[config.mk]
export PLATFORM = sky130hd
export DESIGN_NAME = touch_event_stroke_builder_unit
export DESIGN_NICKNAME = d
export VERILOG_FILES = /design/src/hdl/tesb_pkg.sv /design/src/hdl/tesb_div.sv /design/src/hdl/touch_event_stroke_builder_unit.sv
export SDC_FILE = /design/constraint.sdc
export NUM_CORES = 1
export LEC_CHECK = 0
export ABC_AREA = 1
export BUFFER_PORTS_ARGS = -buffer_cell sky130_fd_sc_hd__buf_2
export CAP_MARGIN = 40
export CORE_ASPECT_RATIO = 0.7
export CORE_MARGIN = 2
export CORE_UTILIZATION = 33
export DETAILED_ROUTE_END_ITERATION = 8
export GPL_ROUTABILITY_DRIVEN = 0
export GPL_TIMING_DRIVEN = 0
export PLACE_DENSITY = 0.55
export SYNTH_ARGS = -nofsm -noshare
export SYNTH_HDL_FRONTEND = slang
export SYNTH_HIERARCHICAL = 1
export SYNTH_SLANG_ARGS = --single-unit
[constraint.sdc]
create_clock -name clk -period 17.2 [get_ports clk]
set_input_delay 3.44 -clock clk [delete_from_list [all_inputs] [get_ports clk]]
set_output_delay 3.44 -clock clk [all_outputs]
set_load 0.005 [all_outputs]
[src/hdl/tesb_pkg.sv]
// Shared types and constants for the touch event stroke builder.
package tesb_pkg;

	localparam int PALETTE_ENTRIES_DEF = 8;

	// Shared divider: 29-bit dividend (16-bit offset times 13-bit size), 16-bit divisor.
	localparam int DVD_W = 29;
	localparam int DVS_W = 16;
	localparam int CNT_W = $clog2(DVD_W);

	localparam logic [4:0] EV_SYN = 5'd0;
	localparam logic [4:0] EV_KEY = 5'd1;
	localparam logic [4:0] EV_ABS = 5'd3;

	localparam logic [9:0] CODE_ABS_X     = 10'd0;
	localparam logic [9:0] CODE_ABS_Y     = 10'd1;
	localparam logic [9:0] CODE_BTN_TOUCH = 10'd330;

	localparam logic [15:0] KEY_PRESS = 16'd1;

	localparam logic [12:0] SCREEN_W_RST  = 13'd800;
	localparam logic [12:0] SCREEN_H_RST  = 13'd480;
	localparam logic [12:0] PALETTE_H_RST = 13'd60;

	typedef enum logic [1:0] {
		CMD_LINE   = 2'd0,
		CMD_DOT    = 2'd1,
		CMD_SELECT = 2'd2
	} cmd_t;

	typedef enum logic [2:0] {
		REG_TX_MIN    = 3'd0,
		REG_TX_MAX    = 3'd1,
		REG_TY_MIN    = 3'd2,
		REG_TY_MAX    = 3'd3,
		REG_SCREEN_W  = 3'd4,
		REG_SCREEN_H  = 3'd5,
		REG_PALETTE_H = 3'd6
	} reg_idx_t;

	typedef enum logic [3:0] {
		ST_IDLE,
		ST_DECODE,
		ST_SCALE_START,
		ST_SCALE_WAIT,
		ST_IDX_START,
		ST_IDX_WAIT,
		ST_EMIT
	} state_t;

endpackage

[src/hdl/tesb_div.sv]
// Restoring serial divider, one quotient bit per cycle.
module tesb_div
	import tesb_pkg::*;
(
	input  logic             clk,
	input  logic             arst_n,
	input  logic             start,
	input  logic [DVD_W-1:0] dividend,
	input  logic [DVS_W-1:0] divisor,
	output logic             done,
	output logic [DVD_W-1:0] quotient
);

	logic             busy_q;
	logic             done_q;
	logic [CNT_W-1:0] cnt_q;
	logic [DVS_W-1:0] rem_q;
	logic [DVS_W-1:0] dvs_q;
	logic [DVD_W-1:0] quo_q;

	logic [DVS_W:0] trial;
	logic [DVS_W:0] diff;
	logic           fits;

	assign trial = {rem_q, quo_q[DVD_W-1]};
	assign fits  = trial >= {1'b0, dvs_q};
	assign diff  = trial - {1'b0, dvs_q};

	always_ff @(posedge clk or negedge arst_n) begin
		if (!arst_n) begin
			busy_q <= 1'b0;
			done_q <= 1'b0;
			cnt_q  <= '0;
		end else begin
			done_q <= 1'b0;
			if (start) begin
				busy_q <= 1'b1;
				cnt_q  <= '0;
			end else if (busy_q) begin
				cnt_q <= cnt_q + 1'b1;
				if (cnt_q == CNT_W'(DVD_W - 1)) begin
					busy_q <= 1'b0;
					done_q <= 1'b1;
				end
			end
		end
	end

	always_ff @(posedge clk) begin
		if (start) begin
			rem_q <= '0;
			dvs_q <= divisor;
			quo_q <= dividend;
		end else if (busy_q) begin
			rem_q <= fits ? diff[DVS_W-1:0] : trial[DVS_W-1:0];
			quo_q <= {quo_q[DVD_W-2:0], fits};
		end
	end

	assign done     = done_q;
	assign quotient = quo_q;

endmodule

[src/hdl/touch_event_stroke_builder_unit.sv]
// Top level of the touch event stroke builder: sequencer, state and output register.
//
// Input stream (s_*): one beat per raw touch event. s_tuser carries the event type,
// s_tdata code and value. Output stream (m_*): one beat per draw or palette command.
// Write registers over the APB-style port only while idle; the block does not check.
//
// The block handles one event at a time and deasserts s_tready while it works.
// Key press and events without effect only pass through decode; a sync that draws
// also passes through the emit state. An absolute X or Y event whose range is set
// runs the multiply, the divider load, 29 passes of the shared serial divider, one
// quotient bit per cycle, and a last step that takes the quotient. A release inside
// the palette strip divides the X position by the button width on the same divider;
// the button width comes from a constant reciprocal multiply, and when it is zero
// the pick skips the divider. The divider is the only long path.
//
// A finished command sits in the output register; the block keeps taking
// events while it waits and stalls only when a second command is ready before
// the first beat is taken. Reset clears all points and flags, the palette
// selection and the output valid flag, and loads the default screen geometry.
module touch_event_stroke_builder_unit
	import tesb_pkg::*;
#(
	parameter int PALETTE_ENTRIES = PALETTE_ENTRIES_DEF
) (
	input  logic        clk,
	input  logic        arst_n,
	input  logic        s_tvalid,
	output logic        s_tready,
	input  logic [31:0] s_tdata,  // event_code[9:0], event_value[25:10], zero pad
	input  logic [4:0]  s_tuser,  // event_type[4:0]
	output logic        m_tvalid,
	input  logic        m_tready,
	// start_x[15:0], start_y[31:16], end_x[47:32], end_y[63:48],
	// color_index[66:64], erase_all[67], zero pad
	output logic [71:0] m_tdata,
	output logic [1:0]  m_tuser,  // command[1:0]
	input  logic        psel,
	input  logic        penable,
	input  logic        pwrite,
	input  logic [4:0]  paddr,
	input  logic [31:0] pwdata,
	output logic [31:0] prdata,
	output logic        pready
);

	// Button width is screen width times a rounded-up reciprocal, exact for 13-bit widths.
	localparam int               BTN_SHIFT = 18;
	localparam logic [17:0]      BTN_RECIP =
		18'(((1 << BTN_SHIFT) + PALETTE_ENTRIES - 1) / PALETTE_ENTRIES);
	localparam logic [DVD_W-1:0] LAST_IDX  = DVD_W'(PALETTE_ENTRIES - 1);

	// Configuration registers
	logic [15:0] tx_min_q, tx_max_q, ty_min_q, ty_max_q;
	logic [12:0] screen_w_q, screen_h_q, palette_h_q;
	logic        cfg_wr;

	assign pready = 1'b1;
	assign cfg_wr = psel && penable && pwrite;

	always_ff @(posedge clk or negedge arst_n) begin
		if (!arst_n) begin
			tx_min_q    <= '0;
			tx_max_q    <= '0;
			ty_min_q    <= '0;
			ty_max_q    <= '0;
			screen_w_q  <= SCREEN_W_RST;
			screen_h_q  <= SCREEN_H_RST;
			palette_h_q <= PALETTE_H_RST;
		end else if (cfg_wr) begin
			unique case (paddr[4:2])
				REG_TX_MIN:    tx_min_q    <= pwdata[15:0];
				REG_TX_MAX:    tx_max_q    <= pwdata[15:0];
				REG_TY_MIN:    ty_min_q    <= pwdata[15:0];
				REG_TY_MAX:    ty_max_q    <= pwdata[15:0];
				REG_SCREEN_W:  screen_w_q  <= pwdata[12:0];
				REG_SCREEN_H:  screen_h_q  <= pwdata[12:0];
				REG_PALETTE_H: palette_h_q <= pwdata[12:0];
				default: ;
			endcase
		end
	end

	always_comb begin
		unique case (paddr[4:2])
			REG_TX_MIN:    prdata = {16'd0, tx_min_q};
			REG_TX_MAX:    prdata = {16'd0, tx_max_q};
			REG_TY_MIN:    prdata = {16'd0, ty_min_q};
			REG_TY_MAX:    prdata = {16'd0, ty_max_q};
			REG_SCREEN_W:  prdata = {19'd0, screen_w_q};
			REG_SCREEN_H:  prdata = {19'd0, screen_h_q};
			REG_PALETTE_H: prdata = {19'd0, palette_h_q};
			default:       prdata = '0;
		endcase
	end

	// Sequencer and stroke state
	state_t state_q, state_d;

	logic [4:0]  ev_type_q;
	logic [9:0]  ev_code_q;
	logic [15:0] ev_value_q;

	logic [15:0] cur_x_q, cur_y_q, prev_x_q, prev_y_q;
	logic        down_q, prev_valid_q, x_fresh_q, y_fresh_q;
	logic [2:0]  sel_color_q;

	logic [DVD_W-1:0] prod_q;
	logic [DVS_W-1:0] span_q;
	logic [12:0]      size_q;
	logic             axis_y_q;
	logic [DVS_W-1:0] btn_q;

	logic [1:0]  res_cmd_q;
	logic [15:0] res_sx_q, res_sy_q, res_ex_q, res_ey_q;
	logic [2:0]  res_color_q;
	logic        res_clear_q;

	logic        out_valid_q;
	logic [1:0]  out_cmd_q;
	logic [15:0] out_sx_q, out_sy_q, out_ex_q, out_ey_q;
	logic [2:0]  out_color_q;
	logic        out_clear_q;

	// Divider hookup
	logic             div_start;
	logic [DVD_W-1:0] div_dividend;
	logic [DVS_W-1:0] div_divisor;
	logic             div_done;
	logic [DVD_W-1:0] div_quot;

	tesb_div u_div (
		.clk      (clk),
		.arst_n   (arst_n),
		.start    (div_start),
		.dividend (div_dividend),
		.divisor  (div_divisor),
		.done     (div_done),
		.quotient (div_quot)
	);

	// Event decode, valid in ST_DECODE
	logic               in_accept;
	logic               axis_y;
	logic [15:0]        raw_lo, raw_hi;
	logic [12:0]        axis_size;
	logic               is_abs_xy, range_empty, scale_long;
	logic [16:0]        offset;
	logic [15:0]        direct_val;
	logic               is_touch, is_press, release_pick;
	logic signed [17:0] strip_top;
	logic               cur_in_strip, prev_above;
	logic               sync_ready, sync_draw;
	logic [30:0]        btn_prod;
	logic [12:0]        btn_w;
	logic               btn_zero;
	logic [DVD_W-1:0]   sel_idx;
	logic               out_free;

	assign in_accept = s_tvalid && s_tready;
	assign out_free  = !out_valid_q || m_tready;

	assign axis_y      = ev_code_q == CODE_ABS_Y;
	assign raw_lo      = axis_y ? ty_min_q : tx_min_q;
	assign raw_hi      = axis_y ? ty_max_q : tx_max_q;
	assign axis_size   = axis_y ? screen_h_q : screen_w_q;
	assign is_abs_xy   = (ev_type_q == EV_ABS) &&
	                     (ev_code_q == CODE_ABS_X || ev_code_q == CODE_ABS_Y);
	assign range_empty = raw_hi <= raw_lo;
	assign offset      = {1'b0, ev_value_q} - {1'b0, raw_lo};
	// A raw value below the minimum maps to zero, so only a non-negative offset divides.
	assign scale_long  = is_abs_xy && !range_empty && (axis_size != '0) && !offset[16];

	always_comb begin
		priority if (range_empty) direct_val = ev_value_q;
		else if (axis_size == '0) direct_val = 16'hFFFF;
		else                      direct_val = '0;
	end

	assign is_touch     = (ev_type_q == EV_KEY) && (ev_code_q == CODE_BTN_TOUCH);
	assign is_press     = ev_value_q == KEY_PRESS;
	assign strip_top    = $signed({5'd0, screen_h_q} - {5'd0, palette_h_q});
	assign cur_in_strip = $signed({2'b00, cur_y_q}) >= strip_top;
	assign prev_above   = $signed({2'b00, prev_y_q}) < strip_top;
	assign release_pick = is_touch && !is_press && cur_in_strip;
	assign sync_ready   = (ev_type_q == EV_SYN) && down_q && x_fresh_q && y_fresh_q;
	assign sync_draw    = sync_ready && prev_above && !cur_in_strip;

	assign btn_prod = 31'(screen_w_q) * 31'(BTN_RECIP);
	assign btn_w    = btn_prod[BTN_SHIFT+12:BTN_SHIFT];
	assign btn_zero = btn_w == '0;

	// An index past the end picks the last entry.
	always_comb begin
		if (div_quot >= DVD_W'(PALETTE_ENTRIES))
			sel_idx = LAST_IDX;
		else
			sel_idx = div_quot;
	end

	// Next state
	always_comb begin
		state_d = state_q;
		unique case (state_q)
			ST_IDLE: if (s_tvalid) state_d = ST_DECODE;
			ST_DECODE: begin
				priority if (scale_long)       state_d = ST_SCALE_START;
				else if (release_pick && btn_zero) state_d = ST_EMIT;
				else if (release_pick)         state_d = ST_IDX_START;
				else if (sync_draw)            state_d = ST_EMIT;
				else                           state_d = ST_IDLE;
			end
			ST_SCALE_START: state_d = ST_SCALE_WAIT;
			ST_SCALE_WAIT:  if (div_done) state_d = ST_IDLE;
			ST_IDX_START:   state_d = ST_IDX_WAIT;
			ST_IDX_WAIT:    if (div_done) state_d = ST_EMIT;
			ST_EMIT:        if (out_free) state_d = ST_IDLE;
			default:        state_d = ST_IDLE;
		endcase
	end

	// Sequencer outputs
	always_comb begin
		s_tready     = 1'b0;
		div_start    = 1'b0;
		div_dividend = prod_q;
		div_divisor  = span_q;
		unique case (state_q)
			ST_IDLE:        s_tready = 1'b1;
			ST_SCALE_START: div_start = 1'b1;
			ST_IDX_START: begin
				div_start    = 1'b1;
				div_dividend = DVD_W'(cur_x_q);
				div_divisor  = btn_q;
			end
			default: ;
		endcase
	end

	always_ff @(posedge clk or negedge arst_n) begin
		if (!arst_n) begin
			state_q      <= ST_IDLE;
			cur_x_q      <= '0;
			cur_y_q      <= '0;
			prev_x_q     <= '0;
			prev_y_q     <= '0;
			down_q       <= 1'b0;
			prev_valid_q <= 1'b0;
			x_fresh_q    <= 1'b0;
			y_fresh_q    <= 1'b0;
			sel_color_q  <= '0;
			out_valid_q  <= 1'b0;
		end else begin
			state_q <= state_d;
			if (out_valid_q && m_tready) out_valid_q <= 1'b0;
			unique case (state_q)
				ST_DECODE: begin
					if (is_abs_xy && !scale_long) begin
						if (axis_y) begin
							cur_y_q   <= direct_val;
							y_fresh_q <= 1'b1;
						end else begin
							cur_x_q   <= direct_val;
							x_fresh_q <= 1'b1;
						end
					end
					if (is_touch) begin
						down_q       <= is_press;
						prev_valid_q <= 1'b0;
						x_fresh_q    <= 1'b0;
						y_fresh_q    <= 1'b0;
					end
					// A zero button width picks the last entry without dividing.
					if (release_pick && btn_zero) sel_color_q <= LAST_IDX[2:0];
					if (sync_ready) begin
						prev_x_q     <= cur_x_q;
						prev_y_q     <= cur_y_q;
						prev_valid_q <= 1'b1;
						x_fresh_q    <= 1'b0;
						y_fresh_q    <= 1'b0;
					end
				end
				ST_SCALE_WAIT: begin
					if (div_done) begin
						if (axis_y_q) begin
							cur_y_q   <= (div_quot >= DVD_W'(size_q)) ?
							             {3'd0, size_q - 13'd1} : div_quot[15:0];
							y_fresh_q <= 1'b1;
						end else begin
							cur_x_q   <= (div_quot >= DVD_W'(size_q)) ?
							             {3'd0, size_q - 13'd1} : div_quot[15:0];
							x_fresh_q <= 1'b1;
						end
					end
				end
				ST_IDX_WAIT: begin
					if (div_done) sel_color_q <= sel_idx[2:0];
				end
				ST_EMIT: begin
					if (out_free) out_valid_q <= 1'b1;
				end
				default: ;
			endcase
		end
	end

	// Payload registers
	always_ff @(posedge clk) begin
		if (in_accept) begin
			ev_type_q  <= s_tuser;
			ev_code_q  <= s_tdata[9:0];
			ev_value_q <= s_tdata[25:10];
		end
		if (state_q == ST_DECODE) begin
			prod_q   <= DVD_W'(offset[15:0]) * DVD_W'(axis_size - 13'd1);
			span_q   <= raw_hi - raw_lo;
			size_q   <= axis_size;
			axis_y_q <= axis_y;
			btn_q    <= DVS_W'(btn_w);
			if (sync_draw) begin
				res_cmd_q   <= prev_valid_q ? CMD_LINE : CMD_DOT;
				res_sx_q    <= prev_valid_q ? prev_x_q : '0;
				res_sy_q    <= prev_valid_q ? prev_y_q : '0;
				res_ex_q    <= cur_x_q;
				res_ey_q    <= cur_y_q;
				res_color_q <= sel_color_q;
				res_clear_q <= 1'b0;
			end
			if (release_pick && btn_zero) begin
				res_cmd_q   <= CMD_SELECT;
				res_sx_q    <= '0;
				res_sy_q    <= '0;
				res_ex_q    <= cur_x_q;
				res_ey_q    <= cur_y_q;
				res_color_q <= LAST_IDX[2:0];
				res_clear_q <= 1'b1;
			end
		end
		if (state_q == ST_IDX_WAIT && div_done) begin
			res_cmd_q   <= CMD_SELECT;
			res_sx_q    <= '0;
			res_sy_q    <= '0;
			res_ex_q    <= cur_x_q;
			res_ey_q    <= cur_y_q;
			res_color_q <= sel_idx[2:0];
			res_clear_q <= sel_idx == LAST_IDX;
		end
		if (state_q == ST_EMIT && out_free) begin
			out_cmd_q   <= res_cmd_q;
			out_sx_q    <= res_sx_q;
			out_sy_q    <= res_sy_q;
			out_ex_q    <= res_ex_q;
			out_ey_q    <= res_ey_q;
			out_color_q <= res_color_q;
			out_clear_q <= res_clear_q;
		end
	end

	assign m_tvalid = out_valid_q;
	assign m_tuser  = out_cmd_q;
	assign m_tdata  = {4'd0, out_clear_q, out_color_q, out_ey_q, out_ex_q, out_sy_q, out_sx_q};

	// Assertions
	assert property (@(posedge clk) disable iff (!arst_n)
		div_done |-> (state_q == ST_SCALE_WAIT || state_q == ST_IDX_WAIT))
		else $error("divider finished outside a wait state");

	assert property (@(posedge clk) disable iff (!arst_n)
		in_accept |=> !s_tready && state_q == ST_DECODE)
		else $error("event accepted but not decoded next cycle");

	assert property (@(posedge clk) disable iff (!arst_n)
		m_tvalid && m_tdata[67] |-> m_tuser == CMD_SELECT)
		else $error("canvas erase on a draw command");

	assert property (@(posedge clk) disable iff (!arst_n)
		m_tvalid && m_tuser == CMD_DOT |-> m_tdata[31:0] == '0)
		else $error("dot command with a start point");

	assert property (@(posedge clk) disable iff (!arst_n)
		state_q == ST_EMIT && out_free |=> m_tvalid)
		else $error("pending command not loaded into output register");

endmodule
Word-level counts from Yosys, hierarchy flattened
Index checks and enable logic that the tools add are counted.
{"block": "word_totals", "reg_bits": 487, "output_inout_bits": 109, "elab_cells": 243}
{"block": "classes", "n_addsub": 7, "mul": 1, "magnitude_cmp": 6, "n_eq_ne": 32, "n_mux": 89, "reduce_logical": 61}
{"operator": "16-bit two-way mux", "n": 28}
{"operator": "29-bit two-way mux", "n": 4}
{"operator": "16-bit case mux with 7 select lines", "n": 1}
{"operator": "16-bit case mux with 2 select lines", "n": 2}
{"operator": "16-bit subtractor", "n": 2}
{"operator": "1-bit two-way mux", "n": 30}
{"operator": "3-bit two-way mux", "n": 10}
{"operator": "29-bit by 3-bit == test with 1-bit output, second input constant", "n": 1}
{"operator": "29-bit by 13-bit >= comparator with 1-bit output", "n": 1}
{"operator": "29-bit by 4-bit >= comparator with 1-bit output, second input constant", "n": 1}
{"operator": "17-bit by 14-bit multiplier with 29-bit output", "n": 1}
{"operator": "4-bit case mux with 7 select lines", "n": 1}
{"operator": "13-bit zero test", "n": 2}
{"operator": "2-bit AND reduction", "n": 12}
{"operator": "1-bit logical AND", "n": 20}
{"operator": "5-bit AND reduction", "n": 4}
{"operator": "17-bit by 14-bit >= comparator with 1-bit output", "n": 1}
{"operator": "17-bit by 16-bit >= comparator with 1-bit output", "n": 1}
{"operator": "17-bit by 14-bit less-than comparator with 1-bit output", "n": 1}
{"operator": "16-bit by 16-bit subtractor with 17-bit output", "n": 1}
{"operator": "16-bit by 1-bit == test with 1-bit output, second input constant", "n": 1}
{"operator": "16-bit <= comparator", "n": 1}
{"operator": "4-bit two-way mux", "n": 4}
{"operator": "2-bit inequality test, second input constant", "n": 8}
{"operator": "35 further kinds", "n": 58}

Depth between registers and ports, before layout
Gate-level depths: netlist of run 1.
{"block": "depth", "depth_word": 13, "depth_mapped": 42, "mapped_depth_nobuf": 39}

Cells and area by module
Netlist of run 1, hierarchy kept.
{"mod": "touch_event_stroke_builder_unit", "n_inst": 1, "cells_per_inst": 3233, "area_per_inst_um2": 28268.4}
{"mod": "tesb_div", "n_inst": 1, "cells_per_inst": 474, "area_per_inst_um2": 3851.2}

Worst setup path before layout of run 1
Ideal clock, no wire load.
{"block": "synth_path", "kind": "input-to-output", "from": "input port paddr[4]", "to": "output port prdata[1]", "arrival_time_ns": 4.728, "required_ns": 13.760, "path_slack_ns": 9.032, "stages": 6, "n_path_buf": 1, "path_cell_list": "clkbuf_1 -> nor3_1 -> inv_1 -> o22ai_1 -> a21oi_1 -> o211ai_1"}
{"block": "synth_via", "elab_chain_len": 2, "word_cells_on_any_way": 8, "cone_classes": "6 x eq/ne; 1 x mux; 1 x reduce/logical"}
{"item": "start, declared", "line": "touch_event_stroke_builder_unit.sv:40", "source": "input logic [4:0] paddr,"}
{"item": "3-bit == test (tied with other cells)", "line": "touch_event_stroke_builder_unit.sv:84", "source": "unique case (paddr[4:2])"}
{"item": "16-bit case mux with 7 select lines *", "line": "touch_event_stroke_builder_unit.sv:84"}
{"item": "end, declared", "line": "touch_event_stroke_builder_unit.sv:42", "source": "output logic [31:0] prdata,"}
Mark *: on every way between the ends. The rest lies on a longest branch, timed or not.

Worst setup path after layout of run 1
{"block": "layout_path", "from": "register ev_code_q[9]", "to": "register prod_q[21] (data pin)"}
{"block": "layout_via", "elab_chain_len": 4, "word_cells_on_any_way": 6, "cone_classes": "2 x add/sub; 1 x mul; 1 x eq/ne; 2 x mux"}
{"item": "start, declared", "line": "touch_event_stroke_builder_unit.sv:100", "source": "logic [9:0] ev_code_q;"}
{"item": "start signal, assigned", "line": "touch_event_stroke_builder_unit.sv:310", "source": "ev_code_q <= s_tdata[9:0];"}
{"item": "10-bit by 1-bit == test with 1-bit output", "line": "touch_event_stroke_builder_unit.sv:162", "source": "assign axis_y = ev_code_q == CODE_ABS_Y;"}
{"item": "net axis_y", "line": "touch_event_stroke_builder_unit.sv:143", "source": "logic axis_y;"}
{"item": "13-bit two-way mux", "line": "touch_event_stroke_builder_unit.sv:165", "source": "assign axis_size = axis_y ? screen_h_q : screen_w_q;"}
{"item": "net axis_size[1]", "line": "touch_event_stroke_builder_unit.sv:145", "source": "logic [12:0] axis_size;"}
{"item": "13-bit by 1-bit subtractor with 14-bit output", "line": "touch_event_stroke_builder_unit.sv:314", "source": "prod_q <= DVD_W'(offset[15:0]) * DVD_W'(axis_size - 13'd1);"}
{"item": "17-bit by 14-bit multiplier with 29-bit output", "line": "touch_event_stroke_builder_unit.sv:314"}
{"item": "end signal, assigned", "line": "touch_event_stroke_builder_unit.sv:314"}
{"item": "end, declared", "line": "touch_event_stroke_builder_unit.sv:107", "source": "logic [DVD_W-1:0] prod_q;"}
The timed path passes the listed nets, and every way through them passes these cells.
A chain may end at the register's enable or synchronous reset.

==> results.cfg, run 1 <==
[final_layout]
drive_gt1_share_pct = 10.2
n_antenna_cell = 0
utilization_pct = 37.9
stdcell_count = 5232
nets = 4382
area_delta_synth_final_pct = 13.5

[floorplanning]
dieHeight_um = 265
dieArea_um2 = 99900
rows = 95
floorplan.initialDensity_pct = 33.4
core_um2 = 96200
ios = 190
die_w_um = 377

[logic_synthesis]
synth_seq_cells = 486
synth-seq-area-share_pct = 41.0
yosys-top-cells-count = nand2_1 (936), inv_1 (577), nor2_1 (280)
synth_top_family_by_area = simple AND/OR/NAND/NOR gates
yosys_warnings = 6
synth_compound_area_share_pct = 8.35
synth_simple_gate_area_share_pct = 20.5
synthArstFlopShare_pct = 38.1
syn_inst = 3707
yosys.area.top_type_share_pct = 23.5
synth_area_per_cell_um2 = 8.66
synth-edff-count = 251
synthXorXnorAreaFrac_pct = 2.22
synthTopCellsByArea = edfxtp_1 (23%), dfrtp_1 (14%), nand2_1 (11%)
syn_area_um2 = 32100
synth-main-ff-cell = edfxtp_1
ys_types = 68
yosysTopAreaCell = edfxtp_1
synth.area.mux_share_pct = 0.491
synth.most_common_cell = nand2_1
synth_fa_ha_area_share_pct = 18.3

[setup_path]
worstReg2RegEnd = prod_q[21]$_DFFE_PP_
critPathMaxStageDelay_ns = 0.60
crit_slowest_cell = xor2_1
cp.required_ns = 17.61
cp-endpoint = prod_q[21]$_DFFE_PP_
cpMostUsedCell = inv_1
rrSetupSlack_ns = 7.61
end_kind = flop
reg2reg_depth = 38
path_max_fanout = 10
r2r-start = ev_code_q[9]$_DFFE_PP_
critPathLaunchType = flop
startpoint = ev_code_q[9]$_DFFE_PP_
critPathKind = reg -> reg
critPathArrivalTime_ns = 10.00

[clock_network]
insertion_delay_ns = 0.62
clockRootBuffer = clkbuf_16
clock_path_buffers = 3
path_clk_slew_ns = 0.07
tritoncts = done
htree_levels = 2
ctsHoldBuffers = 0
cts.sink_count = 486
cts_setup_buffers = 0
ctsResizeCount = 0
cts_buffers = 47

[sta]
max_slew_margin_pct = 36.6
skew_ns = 0.0517
tightest_slew_ns = 0.944
period_share_pct = 55.7
tns_ns = 0
fin_crit_ns = 9.59
rsz0062_at_grt = false
slew_violations = 0
fmax_mhz = 104
setup_viol = 0
hold_violations = 0

[run_status]
status = finished, final reports clean

[drt]
drt-initial-drc-count = 2845
vias_per_cell = 4.90
drc = 0
avgRoutedWirePerCell_um = 19.1
ant_nets = 0
vias = 25634
first_pass_iters = 6
wl_um = 99900

[grt]
grt_pass1_wl_um = 152000
grt_pass1_vias = 24414
grt_use_total_pct = 20.0
overflow = 0
grt_antenna_before_repair = 1
grt_max_degree = 106

[placement]
dp_cells = 5144
dpl.hpwl_um = 80800
io_buffers = 143

[worst_hold_path]
hp-class = reg -> reg
holdCritStartpoint = res_ex_q[10]$_DFFE_PP_

[job]
cap_violations = 0
## cell usage in the layout, fill, tap and decap left out, drive strengths merged, types with 10 or more instances in the layout
| cell type | instances |
|---|---|
| o211ai | 11 |
| nand2 | 957 |
| o21ai | 233 |
| dfrtp | 174 |
| ha | 200 |
| conb | 21 |
| or2 | 13 |
| xor2 | 54 |
| nand3b | 10 |
| mux2 | 14 |
| a221oi | 11 |
| inv | 591 |
| clkbuf | 128 |
| nor3 | 28 |
| dfstp | 11 |
| nor4 | 21 |
| nand4 | 28 |
| a31oi | 10 |
| edfxtp | 251 |
| dfxtp | 50 |
| nand3 | 195 |
| xnor2 | 25 |
| buf | 212 |
| o22ai | 17 |
| fa | 169 |
| a21oi | 151 |
| clkinv | 25 |
| nor2 | 295 |
## layer usage
| metal | track usage [%] | share of wire [%] | up-vias |
|---|---|---|---|
| met5 | 0 | 0.013 | - |
| li1 | - | - | 12342 |
| met3 | 5.79 | 10 | 115 |
| met4 | 4.42 | 2.0 | 2 |
| met1 | 31.7 | 50 | 12192 |
| met2 | 26.0 | 38 | 983 |
## per-stage QoR
step / instance area [um2] / hold slack [ns] / setup slack (ns)
2_1_floorplan: 32200 / 0.400 / 9.03
3_3_place_gp: 34500 / 0.402 / 7.29
3_5_place_dp: 34700 / 0.405 / 7.71
4_1_cts: 36500 / 0.421 / 7.69
5_1_grt: 36500 / 0.424 / 6.86
6_report: 36500 / 0.420 / 7.61
## critical path, delay by kind of cell, from the launching register on
family | cells | cell delay, ns
fa+ha+maj | 8 | 3.46
compound gates | 8 | 2.03
simple gates | 9 | 1.08
flops | 1 | 0.43
buf+inv | 11 | 1.53
xor+xnor | 2 | 0.86
## logic make-up (layout without fill, tap and decap cells)
| kind of cell | after synthesis | after routing |
|---|---|---|
| simple gates | 1553 | 1553 |
| buf+inv | 723 | 968 |
| flops | 486 | 486 |
| compound gates | 481 | 481 |
| fa+ha+maj | 369 | 369 |
| xor+xnor | 79 | 79 |
| mux | 14 | 14 |
| other cells | 2 | 21 |
## layout make-up
cell class,instances,area [um2]
inverter,596,2240
clock buffer,56,1290
fill,9812,59700
timing repair buffer,157,941
buffer,127,676
clock inverter,32,412
multi-input combinational,2517,16100
sequential,486,13200
tap,1261,1580
## how the worst min path moves through the flow
stage,to,slack (ns),cells past startpoint
floorplan,out_clear_q$_DFFE_PP_,0.40,0
global placement,out_ex_q[1]$_DFFE_PP_,0.40,0
detailed placement,out_ex_q[1]$_DFFE_PP_,0.40,0
global route,out_ex_q[3]$_DFFE_PP_,0.42,0
CTS,out_ex_q[3]$_DFFE_PP_,0.42,0
finish,out_ex_q[10]$_DFFE_PP_,0.42,0
Power of run 1 is left out: the tool's default activity adds up to more than one toggle a clock period on the data nets, which glitch-free logic cannot reach.
==> inputs of run 2 (changes only) <==
--- a/config.mk
+++ b/config.mk
@@ -14,7 +14,7 @@
 export DETAILED_ROUTE_END_ITERATION = 8
 export GPL_ROUTABILITY_DRIVEN = 0
 export GPL_TIMING_DRIVEN = 0
-export PLACE_DENSITY = 0.55
+export PLACE_DENSITY = 0.57
 export SYNTH_ARGS = -nofsm -noshare
 export SYNTH_HDL_FRONTEND = slang
 export SYNTH_HIERARCHICAL = 1
==> constraint.sdc (replaced) <==
create_clock -name clk -period 8.6 [get_ports clk]
set_input_delay 1.72 -clock clk [delete_from_list [all_inputs] [get_ports clk]]
set_output_delay 1.72 -clock clk [all_outputs]
set_load 0.005 [all_outputs]
==> results.cfg, run 2 (same netlist as run 1, synthesis figures left out) <==
[final_layout]
drive_gt1_share_pct = 12.1
nets = 4395
final_common_cell = nand2_1
area_delta_synth_final_pct = 15.0
utilization_pct = 38.4
n_antenna_cell = 0
layout_common_cells = nand2_1 (929), inv_1 (571), nor2_1 (274)
final_area_um2 = 36900

[clock_network]
tritoncts = done
clockRootBuffer = clkbuf_16
path_clk_slew_ns = 0.06
clock_path_buffers = 3
cts_buffers = 47
cts.sink_count = 486
htree_levels = 2
insertion_delay_ns = 0.62

[drt]
ant_nets = 0
vias = 25986
avgRoutedWirePerCell_um = 19.0
drt-initial-drc-count = 2949
wl_um = 99900
drc = 0
vias_per_cell = 4.95
first_pass_iters = 6

[sta]
fmax_mhz = 120
max_slew_margin_pct = 37.7
hold_violations = 0
skew_ns = 0.0375
setup_viol = 0
timing.final.ws_setup_ns = 0.282
slew_violations = 0
hold_slack_ns = 0.415
period_share_pct = 96.7
fin_crit_ns = 8.32
tightest_slew_ns = 0.928

[setup_path]
cpMostUsedCell = inv_1
critPathKind = reg -> reg
critPathArrivalTime_ns = 8.67
cp.required_ns = 8.95
end_kind = flop
path_max_fanout = 10
crit_slowest_cell = fa_1
critPathMaxStageDelay_ns = 0.55
critPathLaunchType = flop

[floorplanning]
dieArea_um2 = 99900
die_w_um = 377
floorplan.initialDensity_pct = 33.4
core_um2 = 96200
ios = 190
rows = 95
dieHeight_um = 265

[worst_hold_path]
hp-class = reg -> reg

[grt]
grt_antenna_before_repair = 1
grt_pass1_wl_um = 150000
overflow = 0
grt_pass1_vias = 24642
grt_max_degree = 114
grt_use_total_pct = 19.7

[job]
cap_violations = 0

[placement]
dpl.hpwl_um = 79900
place_ws_ns = -0.984
io_buffers = 143
place_area_um2 = 34700

[run_status]
status = finished, final reports clean
==> run 2: layout make-up <==
| class | count | area, um2 |
|---|---|---|
| inverters | 596 | 2260 |
| repair buffers | 173 | 1110 |
| fillers | 9674 | 59200 |
| multi-input cells | 2517 | 16500 |
| clock buffers | 68 | 1370 |
| plain buffers | 124 | 676 |
| flip-flops and latches | 486 | 13200 |
| clock inverters | 20 | 243 |
| well taps | 1261 | 1580 |
==> run 2: final timing paths <==
check                                        from                  endpoint  slack (ns)  depth (start not counted)
max                        ev_code_q[9]$_DFFE_PP_      prod_q[21]$_DFFE_PP_        0.28                         38
min                         res_ex_q[1]$_DFFE_PP_     out_ex_q[1]$_DFFE_PP_        0.41                          0
max reg2reg                ev_code_q[9]$_DFFE_PP_      prod_q[21]$_DFFE_PP_        0.28                         38
min reg2reg                 res_ex_q[1]$_DFFE_PP_     out_ex_q[1]$_DFFE_PP_        0.41                          0
max in group asynchronous                  arst_n   cur_x_q[11]$_DFFE_PN0P_        6.45                          2
min in group asynchronous                  arst_n  ty_min_q[11]$_DFFE_PN0P_        1.10                          1
==> run 2: timing repair <==
item                                    4_1_cts  5_1_grt
resized for setup                            52       65
setup buffers                                 7        8
pin swaps                                     8       21
endpoints found under the hold margin         0        0
endpoints found under the setup margin       15       12
gates cloned                                  0        1
hold buffers                                  0        0
==> run 2: worst max-delay path, delay by kind of cell (launching register included) <==
kind,cells,cell delay (ns)
adders and majority gates,8,3.44
buffers and inverters,11,1.33
AOI/OAI and AO/OA,8,1.32
and+or+nand+nor,9,0.97
xor gates and xnor gates,2,0.56
DFF,1,0.43
==> run 2: per-stage QoR <==
stage / cells / setup TNS [ns]
6_report: 5245 / 0
3_5_place_dp: 5144 / -7.58
2_1_floorplan: 3726 / 0
3_3_place_gp: 5130 / -10.36
5_1_grt: 5245 / -0.0481
4_1_cts: 5239 / 0
==> run 2: layer usage <==
layer  track usage [%]  up-vias  wire, um
met5                 0        -         0
met3              6.45      161     11200
met2              26.0     1161     38100
met1              30.4    12295     48100
met4              4.90        0      2460
li1                  -    12369         -
Power of run 2 is left out for the same reason.
